**src/sv/atcm_pkg.sv**
```systemverilog
// Shared types, widths, mode codes and the weight tables of the anaglyph tint matrix.
package atcm_pkg;

    localparam int PIX_W    = 8;
    localparam int WEIGHT_W = 16;
    localparam int FRAC_W   = 14;
    localparam int PROD_W   = PIX_W + 1 + WEIGHT_W;
    localparam int SUM_W    = PROD_W + 2;
    localparam int MODE_W   = 3;

    localparam logic [MODE_W-1:0] MODE_IDENTITY  = 3'd0;
    localparam logic [MODE_W-1:0] MODE_GRAY      = 3'd1;
    localparam logic [MODE_W-1:0] MODE_TRUE      = 3'd2;
    localparam logic [MODE_W-1:0] MODE_HALF      = 3'd3;
    localparam logic [MODE_W-1:0] MODE_OPTIMIZED = 3'd4;
    localparam logic [MODE_W-1:0] MODE_DUBOIS    = 3'd5;

    localparam logic [SUM_W-1:0] ROUND_HALF = SUM_W'(1 << (FRAC_W - 1));
    localparam logic [PIX_W-1:0] PIX_MAX    = {PIX_W{1'b1}};

    typedef struct packed {
        logic [PIX_W-1:0] red_in;
        logic [PIX_W-1:0] green_in;
        logic [PIX_W-1:0] blue_in;
    } pixel_in_t;

    typedef struct packed {
        logic [PIX_W-1:0] red_out;
        logic [PIX_W-1:0] green_out;
        logic [PIX_W-1:0] blue_out;
    } pixel_out_t;

    typedef logic signed [WEIGHT_W-1:0] weight_t;
    typedef weight_t [2:0] weight_row_t;
    typedef weight_row_t [2:0] weight_mat_t;
    typedef logic signed [PROD_W-1:0] prod_t;
    typedef logic signed [SUM_W-1:0] sum_t;
    typedef sum_t [2:0] sum_vec_t;

    // Rows are output channels, columns are input channels R, G, B (index 0 is R).
    function automatic weight_row_t mk_row(input int r, input int g, input int b);
        weight_row_t row;
        row[0] = WEIGHT_W'(r);
        row[1] = WEIGHT_W'(g);
        row[2] = WEIGHT_W'(b);
        return row;
    endfunction

    function automatic weight_mat_t mode_weights(input logic [MODE_W-1:0] mode);
        weight_mat_t m;
        unique case (mode)
            MODE_GRAY:
            begin
                m[0] = mk_row(4899, 9617, 1868);
                m[1] = mk_row(4899, 9617, 1868);
                m[2] = mk_row(4899, 9617, 1868);
            end
            MODE_TRUE:
            begin
                m[0] = mk_row(4899, 9617, 1868);
                m[1] = mk_row(0, 0, 0);
                m[2] = mk_row(4899, 9617, 1868);
            end
            MODE_HALF:
            begin
                m[0] = mk_row(4899, 9617, 1868);
                m[1] = mk_row(0, 16384, 0);
                m[2] = mk_row(0, 0, 16384);
            end
            MODE_OPTIMIZED:
            begin
                m[0] = mk_row(0, 11469, 4915);
                m[1] = mk_row(0, 16384, 0);
                m[2] = mk_row(0, 0, 16384);
            end
            MODE_DUBOIS:
            begin
                m[0] = mk_row(6627, 7120, 2636);
                m[1] = mk_row(5403, 11221, -239);
                m[2] = mk_row(-1904, -3116, 21461);
            end
            default:
            begin
                // Identity, also used for the two codes without meaning.
                m[0] = mk_row(16384, 0, 0);
                m[1] = mk_row(0, 16384, 0);
                m[2] = mk_row(0, 0, 16384);
            end
        endcase
        return m;
    endfunction

endpackage

```
**src/sv/atcm_coef_stage.sv**
```systemverilog
// First stage: registers the pixel together with the weight matrix of the current mode.
module atcm_coef_stage
    import atcm_pkg::*;
(
    input  logic                clk,
    input  logic                rst_n,
    input  logic                in_valid,
    input  pixel_in_t           in_pixel,
    input  logic [MODE_W-1:0]   mode,
    output logic                out_valid,
    output pixel_in_t           out_pixel,
    output weight_mat_t         out_weights
);

    logic        valid_reg;
    pixel_in_t   pixel_reg;
    weight_mat_t weights_reg;
    weight_mat_t weights_next;

    assign weights_next = mode_weights(mode);

    always_ff @(posedge clk or negedge rst_n)
    begin
        if (!rst_n)
        begin
            valid_reg <= 1'b0;
        end
        else
        begin
            valid_reg <= in_valid;
        end
    end

    always_ff @(posedge clk)
    begin
        if (in_valid)
        begin
            pixel_reg   <= in_pixel;
            weights_reg <= weights_next;
        end
    end

    assign out_valid   = valid_reg;
    assign out_pixel   = pixel_reg;
    assign out_weights = weights_reg;

endmodule

```
**src/sv/atcm_mac_stage.sv**
```systemverilog
// Second and third stages: nine products, registered, then three row sums, registered.
module atcm_mac_stage
    import atcm_pkg::*;
(
    input  logic        clk,
    input  logic        rst_n,
    input  logic        in_valid,
    input  pixel_in_t   in_pixel,
    input  weight_mat_t in_weights,
    output logic        out_valid,
    output sum_vec_t    out_sums
);

    logic [PIX_W-1:0] px [3];
    prod_t            prod_next [3][3];
    prod_t            prod_reg  [3][3];
    logic             prod_valid_reg;
    sum_vec_t         sum_next;
    sum_vec_t         sum_reg;
    logic             sum_valid_reg;

    assign px[0] = in_pixel.red_in;
    assign px[1] = in_pixel.green_in;
    assign px[2] = in_pixel.blue_in;

    always_comb
    begin
        for (int ch = 0; ch < 3; ch++)
        begin
            for (int k = 0; k < 3; k++)
            begin
                prod_next[ch][k] = prod_t'($signed({1'b0, px[k]}))
                                 * prod_t'(in_weights[ch][k]);
            end
        end
    end

    always_comb
    begin
        for (int ch = 0; ch < 3; ch++)
        begin
            sum_next[ch] = sum_t'(prod_reg[ch][0]) + sum_t'(prod_reg[ch][1])
                         + sum_t'(prod_reg[ch][2]);
        end
    end

    always_ff @(posedge clk or negedge rst_n)
    begin
        if (!rst_n)
        begin
            prod_valid_reg <= 1'b0;
            sum_valid_reg  <= 1'b0;
        end
        else
        begin
            prod_valid_reg <= in_valid;
            sum_valid_reg  <= prod_valid_reg;
        end
    end

    always_ff @(posedge clk)
    begin
        if (in_valid)
        begin
            prod_reg <= prod_next;
        end
        if (prod_valid_reg)
        begin
            sum_reg <= sum_next;
        end
    end

    assign out_valid = sum_valid_reg;
    assign out_sums  = sum_reg;

endmodule

```
**src/sv/atcm_round_stage.sv**
```systemverilog
// Last stage: rounds each Q13.14 sum to an integer and clamps it to the pixel range.
module atcm_round_stage
    import atcm_pkg::*;
(
    input  logic       clk,
    input  logic       rst_n,
    input  logic       in_valid,
    input  sum_vec_t   in_sums,
    output logic       out_valid,
    output pixel_out_t out_pixel
);

    logic [PIX_W-1:0] chan_next [3];
    logic             valid_reg;
    pixel_out_t       pixel_reg;

    always_comb
    begin
        sum_t                   t;
        logic [SUM_W-FRAC_W-1:0] whole;
        for (int ch = 0; ch < 3; ch++)
        begin
            t     = in_sums[ch] + $signed(ROUND_HALF);
            whole = t[SUM_W-1:FRAC_W];
            priority if (t[SUM_W-1])
            begin
                chan_next[ch] = '0;
            end
            else if (whole > (SUM_W-FRAC_W)'(PIX_MAX))
            begin
                chan_next[ch] = PIX_MAX;
            end
            else
            begin
                chan_next[ch] = whole[PIX_W-1:0];
            end
        end
    end

    always_ff @(posedge clk or negedge rst_n)
    begin
        if (!rst_n)
        begin
            valid_reg <= 1'b0;
        end
        else
        begin
            valid_reg <= in_valid;
        end
    end

    always_ff @(posedge clk)
    begin
        if (in_valid)
        begin
            pixel_reg.red_out   <= chan_next[0];
            pixel_reg.green_out <= chan_next[1];
            pixel_reg.blue_out  <= chan_next[2];
        end
    end

    assign out_valid = valid_reg;
    assign out_pixel = pixel_reg;

endmodule

```
**src/sv/anaglyph_tint_color_matrix.sv**
```systemverilog
// Top level of the anaglyph tint color matrix: register port and four-stage pixel pipeline.
//
// One pixel item is taken at every clock edge where start is high; busy is always low.
// Each item's result appears on result with done high, for a single cycle, once it has passed
// the four register stages, and the receiver cannot stall it. The rate of one item per clock
// is set by the four register stages: weight select, the nine multipliers, the three row
// adders, and the round and clamp stage. tint_mode is written through the APB port at
// byte address 0 and must only change while no item is in flight; codes 6 and 7 act as
// identity.
module anaglyph_tint_color_matrix
    import atcm_pkg::*;
(
    input  logic        clk,
    input  logic        rst_n,
    input  logic        psel,
    input  logic        penable,
    input  logic        pwrite,
    input  logic [2:0]  paddr,
    input  logic [31:0] pwdata,
    output logic [31:0] prdata,
    output logic        pready,
    input  logic        start,
    output logic        busy,
    input  pixel_in_t   pixel,
    output logic        done,
    output pixel_out_t  result
);

    localparam logic REG_TINT_MODE = 1'b0;

    logic [MODE_W-1:0] tint_mode_reg;
    logic [MODE_W-1:0] tint_mode_next;
    logic              reg_index;
    logic              wr_en;
    logic              in_valid;
    logic              s1_valid;
    pixel_in_t         s1_pixel;
    weight_mat_t       s1_weights;
    logic              s3_valid;
    sum_vec_t          s3_sums;

    assign pready    = 1'b1;
    assign reg_index = paddr[2];
    assign wr_en     = psel && penable && pwrite;

    always_comb
    begin
        tint_mode_next = tint_mode_reg;
        if (wr_en && reg_index == REG_TINT_MODE)
        begin
            tint_mode_next = pwdata[MODE_W-1:0];
        end
    end

    always_ff @(posedge clk or negedge rst_n)
    begin
        if (!rst_n)
        begin
            tint_mode_reg <= MODE_IDENTITY;
        end
        else
        begin
            tint_mode_reg <= tint_mode_next;
        end
    end

    always_comb
    begin
        unique case (reg_index)
            REG_TINT_MODE: prdata = {{(32-MODE_W){1'b0}}, tint_mode_reg};
            default:       prdata = '0;
        endcase
    end

    assign busy     = 1'b0;
    assign in_valid = start && !busy;

    atcm_coef_stage u_coef
    (
        .clk         (clk),
        .rst_n       (rst_n),
        .in_valid    (in_valid),
        .in_pixel    (pixel),
        .mode        (tint_mode_reg),
        .out_valid   (s1_valid),
        .out_pixel   (s1_pixel),
        .out_weights (s1_weights)
    );

    atcm_mac_stage u_mac
    (
        .clk        (clk),
        .rst_n      (rst_n),
        .in_valid   (s1_valid),
        .in_pixel   (s1_pixel),
        .in_weights (s1_weights),
        .out_valid  (s3_valid),
        .out_sums   (s3_sums)
    );

    atcm_round_stage u_round
    (
        .clk       (clk),
        .rst_n     (rst_n),
        .in_valid  (s3_valid),
        .in_sums   (s3_sums),
        .out_valid (done),
        .out_pixel (result)
    );

endmodule

```
**config.mk**
```make
export PLATFORM = sky130hd
export DESIGN_NAME = anaglyph_tint_color_matrix
export DESIGN_NICKNAME = d
export VERILOG_FILES = /design/src/sv/atcm_pkg.sv /design/src/sv/atcm_coef_stage.sv /design/src/sv/atcm_mac_stage.sv /design/src/sv/atcm_round_stage.sv /design/src/sv/anaglyph_tint_color_matrix.sv
export SDC_FILE = /design/constraint.sdc
export NUM_CORES = 2
export LEC_CHECK = 0
export BUFFER_PORTS_ARGS = -buffer_cell sky130_fd_sc_hd__buf_2
export CAP_MARGIN = 20
export CORE_UTILIZATION = 70
export DETAILED_ROUTE_END_ITERATION = 7
export GPL_ROUTABILITY_DRIVEN = 0
export HOLD_SLACK_MARGIN = 0.06
export PLACE_DENSITY = 0.91
export SYNTH_ARGS = -nofsm -noshare
export SYNTH_HDL_FRONTEND = slang
export SYNTH_SLANG_ARGS = --single-unit
```
**constraint.sdc**
```tcl
create_clock -name clk -period 13.6 [get_ports clk]
set_input_delay 2.04 -clock clk [delete_from_list [all_inputs] [get_ports clk]]
set_output_delay 2.04 -clock clk [all_outputs]
set_load 0.03 [all_outputs]
```
Yosys cells after proc, flatten, opt, wreduce, memory -nomap -nowiden
Index checks and enable logic that the tools add are counted.
{"block": "word_totals", "regBits": 504, "in_bits": 65, "elab_cells": 67}
{"block": "classes", "n_addsub": 9, "mul": 9, "n_lt_le_gt_ge": 3, "n_eq_ne": 5, "mux": 5, "bitwise": 1, "reduce_logical": 3}
{"op": "one-hot mux 143 bit (5 select lines)", "n": 1}
{"op": "multiplier 9 x 16 -> 25 bit", "n": 8}
{"op": "adder 26 x 25 -> 27 bit", "n": 3}
{"op": "adder 27 x 15 -> 27 bit (second input constant)", "n": 3}
{"op": "adder 25 x 25 -> 26 bit", "n": 3}
{"op": "> comparator 13 x 8 -> 1 bit (second input constant)", "n": 3}
{"op": "two-way mux 8 bit", "n": 3}
{"op": "multiplier 8 x 15 -> 23 bit", "n": 1}
{"op": "== test 3 x 2 -> 1 bit (second input constant)", "n": 2}
{"op": "== test 3 bit (second input constant)", "n": 2}
{"op": "== test 3 x 1 -> 1 bit (second input constant)", "n": 1}
{"op": "logical AND 1 bit", "n": 3}
{"op": "two-way mux 3 bit", "n": 1}
{"op": "NOT 1 bit", "n": 1}

Logic depth before layout (Yosys ltp)
{"block": "logic_depth", "depth_word": 3, "mapped_depth": 21, "ltp_nobuf": 20}

Modules after synthesis
Synthesis repeated with hierarchy kept, for this count alone.
{"block": "unflattened", "cells_unflattened": 6256, "hier_area_um2": 60160.2}
{"mod": "atcm_mac_stage", "n_inst": 1, "cells_per_inst": 5858, "area_each_um2": 55816.0, "seq_area_each_um2": 9238.9}
{"mod": "atcm_coef_stage", "n_inst": 1, "cells_per_inst": 200, "area_each_um2": 2331.0, "seq_area_each_um2": 1166.1}
{"mod": "atcm_round_stage", "n_inst": 1, "cells_per_inst": 155, "area_each_um2": 1602.8, "seq_area_each_um2": 745.7}
{"mod": "anaglyph_tint_color_matrix", "n_inst": 1, "cells_per_inst": 43, "area_each_um2": 410.4, "seq_area_each_um2": 75.1}

Least setup slack after synthesis
OpenSTA, ideal clock, no wires.
{"block": "synth_path", "path_kind": "register -> register", "startpoint": "register u_coef.valid_reg (netlist: u_coef.out_valid)", "endpoint": "register u_mac.prod_valid_reg", "setup_ns": 0.598, "arrival_ns": 4.622, "required_time_ns": 13.002, "setup_slack_ns": 8.380, "stages_incl_launch_ff": 1, "path_buffers": 0, "period_less_slack_ns": 5.220, "path_cell_list": "dfrtp_1"}
{"element": "from (decl)", "line_no": "atcm_coef_stage.sv:15", "rtl": "logic valid_reg;"}
{"element": "from (signal assigned)", "line_no": "atcm_coef_stage.sv:30", "rtl": "valid_reg <= in_valid;"}
{"element": "to (signal assigned)", "line_no": "atcm_mac_stage.sv:56", "rtl": "prod_valid_reg <= in_valid;"}
{"element": "to (decl)", "line_no": "atcm_mac_stage.sv:17", "rtl": "logic prod_valid_reg;"}
No word-level cell between the ends.

==> metrics.txt <==
# TYPE chip_impl_metric gauge
chip_impl_metric{name="fin_tns_setup",unit="ps"} 0
chip_impl_info{name="biggest_area_consumer_among_synthesized_cells",value="fa_1"} 1
chip_impl_metric{name="finalInstanceArea",unit="um2"} 43000
chip_impl_metric{name="netSwitchingPower",unit="mW"} 5.56
chip_impl_metric{name="clk_transition_reported_paths",unit="ps"} 70
chip_impl_metric{name="synth.cell_area",unit="um2"} 40500
chip_impl_metric{name="cts.path.max_buffers",unit=""} 3
chip_impl_metric{name="detailedPlace.worstSlack",unit="ps"} 7620
chip_impl_metric{name="cts.repair.resized",unit=""} 0
chip_impl_info{name="startpoint_type",value="flop"} 1
chip_impl_metric{name="final_antenna_net_count",unit=""} 0
chip_impl_metric{name="netlist_instances",unit=""} 3895
chip_impl_metric{name="leakagePower",unit="nW"} 21.9
chip_impl_metric{name="fp.dieArea",unit="um2"} 58800
chip_impl_metric{name="largest_register_ff_count",unit=""} 213
chip_impl_metric{name="core-area",unit="um2"} 56800
chip_impl_metric{name="detail_route.first_pass.iterations",unit=""} 6
chip_impl_metric{name="drt_iter0_drc",unit=""} 2699
chip_impl_metric{name="rows",unit=""} 87
chip_impl_info{name="critPathCaptureType",value="flop"} 1
chip_impl_metric{name="postSynthAreaPerCell",unit="um2"} 10.4
chip_impl_metric{name="h-tree-depth",unit=""} 2
chip_impl_metric{name="cp_data_required_time",unit="ps"} 13910
chip_impl_info{name="tritoncts",value="done"} 1
chip_impl_metric{name="critical_path.max_fanout",unit=""} 11
chip_impl_metric{name="worstPathArrival",unit="ps"} 6660
chip_impl_metric{name="die-width",unit="um"} 243
chip_impl_metric{name="grt_use_total",unit="%"} 35.6
chip_impl_metric{name="power.density_cell_area",unit="nW/um2"} 268
chip_impl_metric{name="max_clock_freq",unit="MHz"} 158
chip_impl_metric{name="floorplan.initialDensity",unit="%"} 71.3
chip_impl_metric{name="layoutNonFillerInstCount",unit=""} 4755
chip_impl_metric{name="largest_net_degree_at_the_start_of_global_routing",unit=""} 81
chip_impl_metric{name="post_route_cells_drive_above_1_share",unit="%"} 4.05
chip_impl_metric{name="yosys_warnings",unit=""} 0
chip_impl_info{name="run_status",value="complete, no violations"} 1
chip_impl_metric{name="synth-seq-area-share",unit="%"} 23.9
chip_impl_metric{name="post-cts-setup-buffer-count",unit=""} 0
chip_impl_metric{name="route.detailed.vias_per_inst",unit=""} 6.05
chip_impl_metric{name="period_needed",unit="ps"} 6350
chip_impl_metric{name="crit_path_max_incr_delay",unit="ps"} 760
chip_impl_metric{name="worst_skew_pair.late_latency",unit="ps"} 580
chip_impl_metric{name="worst_slack",unit="ps"} 7250
chip_impl_metric{name="post-route-period-util",unit="%"} 46.7
chip_impl_metric{name="finalSetupViolCount",unit=""} 0
chip_impl_info{name="rsz0062_at_grt",value="false"} 1
chip_impl_metric{name="cts_hold_buffers",unit=""} 0
chip_impl_metric{name="irDropWorstVdd",unit="mV"} 0.192
chip_impl_metric{name="routed_via_count",unit=""} 28764
chip_impl_info{name="timing.critical_path.mode_cell",value="inv_1"} 1
chip_impl_metric{name="avg_wl_per_cell",unit="um"} 21.4
chip_impl_metric{name="power.clock.fraction",unit="%"} 10.1
chip_impl_metric{name="io_pins",unit=""} 124
chip_impl_info{name="critical_path.slowest_cell",value="edfxtp_1"} 1
chip_impl_info{name="post_synth_most_frequent_cells",value="1,000 x inv_1, 616 x ha_1, 535 x fa_1"} 1
chip_impl_metric{name="drv_cap",unit=""} 0
chip_impl_metric{name="p_int",unit="mW"} 5.96
chip_impl_metric{name="port_buffers",unit=""} 61
chip_impl_metric{name="combinationalPowerShare",unit="%"} 70.4
chip_impl_metric{name="number_of_global_route_vias_before_repair",unit=""} 30928
chip_impl_info{name="worst_hold_path_type",value="flop to flop"} 1
chip_impl_metric{name="fillCellCount",unit=""} 3266
chip_impl_metric{name="growth_of_design_area_from_synthesis_to_finish",unit="%"} 6.15
chip_impl_metric{name="pwr-share-seq",unit="%"} 19.5
chip_impl_metric{name="synthDistinctLibCells",unit=""} 81
chip_impl_metric{name="worst_slew_pin_slew",unit="ps"} 1120
chip_impl_metric{name="slew_headroom",unit="%"} 25.5
chip_impl_metric{name="postLayoutCoreUtil",unit="%"} 75.6
chip_impl_metric{name="postSynth.asyncResetShare",unit="%"} 2.17
chip_impl_metric{name="yosys_register_bits",unit=""} 323
chip_impl_metric{name="grt-ovfl-total",unit=""} 0
chip_impl_metric{name="number_of_nets_in_the_finished_design",unit=""} 5184
chip_impl_info{name="timing.setup.critical_path_class",value="flop to flop"} 1
chip_impl_metric{name="yosysTopAreaCellShare",unit="%"} 26.4
chip_impl_metric{name="place.detailed.instances",unit=""} 4684
chip_impl_metric{name="synth_edf_count",unit=""} 316
chip_impl_metric{name="grt_antenna_before_repair",unit=""} 8
chip_impl_metric{name="numCtsBuffers",unit=""} 38
chip_impl_metric{name="postPlaceCellArea",unit="um2"} 41600
chip_impl_info{name="cts_root_buf",value="clkbuf_16"} 1
chip_impl_metric{name="hpwl",unit="um"} 78400
chip_impl_info{name="synth.area.top_cells",value="fa_1 26%, edfxtp_1 23%, ha_1 19%, inv_1 9.3%, xnor2_1 2.9%"} 1
chip_impl_metric{name="switching_share",unit="%"} 48.3
chip_impl_metric{name="final.setup_skew",unit="ps"} 15.1
chip_impl_metric{name="grt_first_pass_wirelength",unit="um"} 161000
chip_impl_metric{name="drcViolationCount",unit=""} 0
chip_impl_metric{name="drv_slew",unit=""} 0
chip_impl_info{name="timing.critical_path.cells",value="nand2_1, inv_1, fa_1, inv_1, fa_1, inv_1, fa_1, inv_1, fa_1, inv_1, ha_1, o21ai_0, nand2b_1, nand2_1, inv_1, a21oi_1, o21ai_0, a21oi_1, o21ai_0"} 1
chip_impl_metric{name="final_hold_viol_count",unit=""} 0
chip_impl_metric{name="cts_num_sinks",unit=""} 323
chip_impl_info{name="dominantRegCellSynth",value="edfxtp_1"} 1
chip_impl_info{name="top_count_cell_post_synth",value="inv_1"} 1
chip_impl_metric{name="detail_route.wirelength",unit="um"} 102000
chip_impl_metric{name="die_height",unit="um"} 243
[through the flow]
stage / power [mW] / hold WS (ps)
2_1_floorplan: 8.01 / 532
3_3_place_gp: 9.53 / 373
3_5_place_dp: 9.99 / 379
4_1_cts: 11.4 / 399
5_1_grt: 12.4 / 410
6_report: 11.5 / 402
[placed cells by master (no fill, tap or decap), types with 22 or more instances in the layout]
cell,n
o21ai_1,22
a21o_1,67
edfxtp_1,316
a21oi_1,164
nand4_1,26
xor2_1,59
conb_1,31
xnor2_1,133
ha_1,616
nor3_1,38
fa_1,535
nor2_1,111
and2_1,167
inv_1,1000
o21ai_0,65
clkbuf_16,39
nand3_1,48
nand2_1,171
and3_1,28
o21a_1,23
nor2b_1,27
buf_2,61
[routing by layer]
layer / vias to the layer above / wire length [um] / part of all wire, % / track usage [%]
li1: 12614 / - / - / -
met1: 13980 / 36100 / 35 / 42.2
met2: 1656 / 48200 / 47 / 58.9
met3: 508 / 10100 / 9.9 / 7.68
met4: 6 / 7450 / 7.3 / 22.8
met5: - / 33 / 0.032 / 0.327
[cell type report]
class	instances	area, um2	share of cell area [%]
Multi-Input combinational cell	2533	26800	62.4
Inverter	1000	3750	8.73
Tap cell	756	946	2.20
Clock buffer	43	991	2.31
Clock inverter	25	413	0.961
Antenna cell	3	7.51	0.0175
Sequential cell	323	9670	22.5
Timing Repair Buffer	72	388	0.902
[cells by family (layout without fill, tap and decap cells)]
| group | count (synthesis) | after routing | share of synthesized area (%) |
|---|---|---|---|
| adder cells (fa/ha/maj) | 1151 | 1151 | 45.5 |
| buffers and inverters | 1068 | 1140 | 10.2 |
| AND/OR/NAND/NOR | 679 | 679 | 8.61 |
| AO/OA/AOI/OAI | 473 | 473 | 7.50 |
| flip-flops | 323 | 323 | 23.9 |
| XOR/XNOR | 192 | 192 | 4.15 |
| multiplexers | 7 | 7 | 0.182 |
| other | 2 | 34 | 0.0185 |
[critical path, delay by kind of cell (launching register included)]
kind | cells | cell delay [ps]
adders and majority gates | 5 | 2210
AOI/OAI and AO/OA | 5 | 1330
buffers and inverters | 6 | 1090
DFF | 1 | 760
and+or+nand+nor | 3 | 660
[path summary, 6_finish.rpt]
path / slack, ps / cells past startpoint / to / start
worst max-delay path: 7250 / 19 / u_mac.prod_reg[123] / u_coef.out_pixel[8]
worst min-delay path: 400 / 0 / u_mac.out_valid / u_mac.prod_valid_reg
worst max register to register: 7250 / 19 / u_mac.prod_reg[123] / u_coef.out_pixel[8]
worst min register to register: 400 / 0 / u_mac.out_valid / u_mac.prod_valid_reg
max in group asynchronous: 12140 / 1 / u_coef.out_valid / rst_n
min in group asynchronous: 1280 / 1 / tint_mode_reg[2] / rst_n
[power by group through the flow]
stage | sequential, mW | combinational (mW) | clock [mW]
after floorplan | 2.15 | 5.85 | 0
after global placement | 2.23 | 7.30 | 0
after detailed placement | 2.25 | 7.74 | 0
after CTS | 2.24 | 7.98 | 1.17
after global routing | 2.28 | 8.95 | 1.20
final | 2.25 | 8.11 | 1.17
Note: power is estimated with default switching activity, not from simulation.
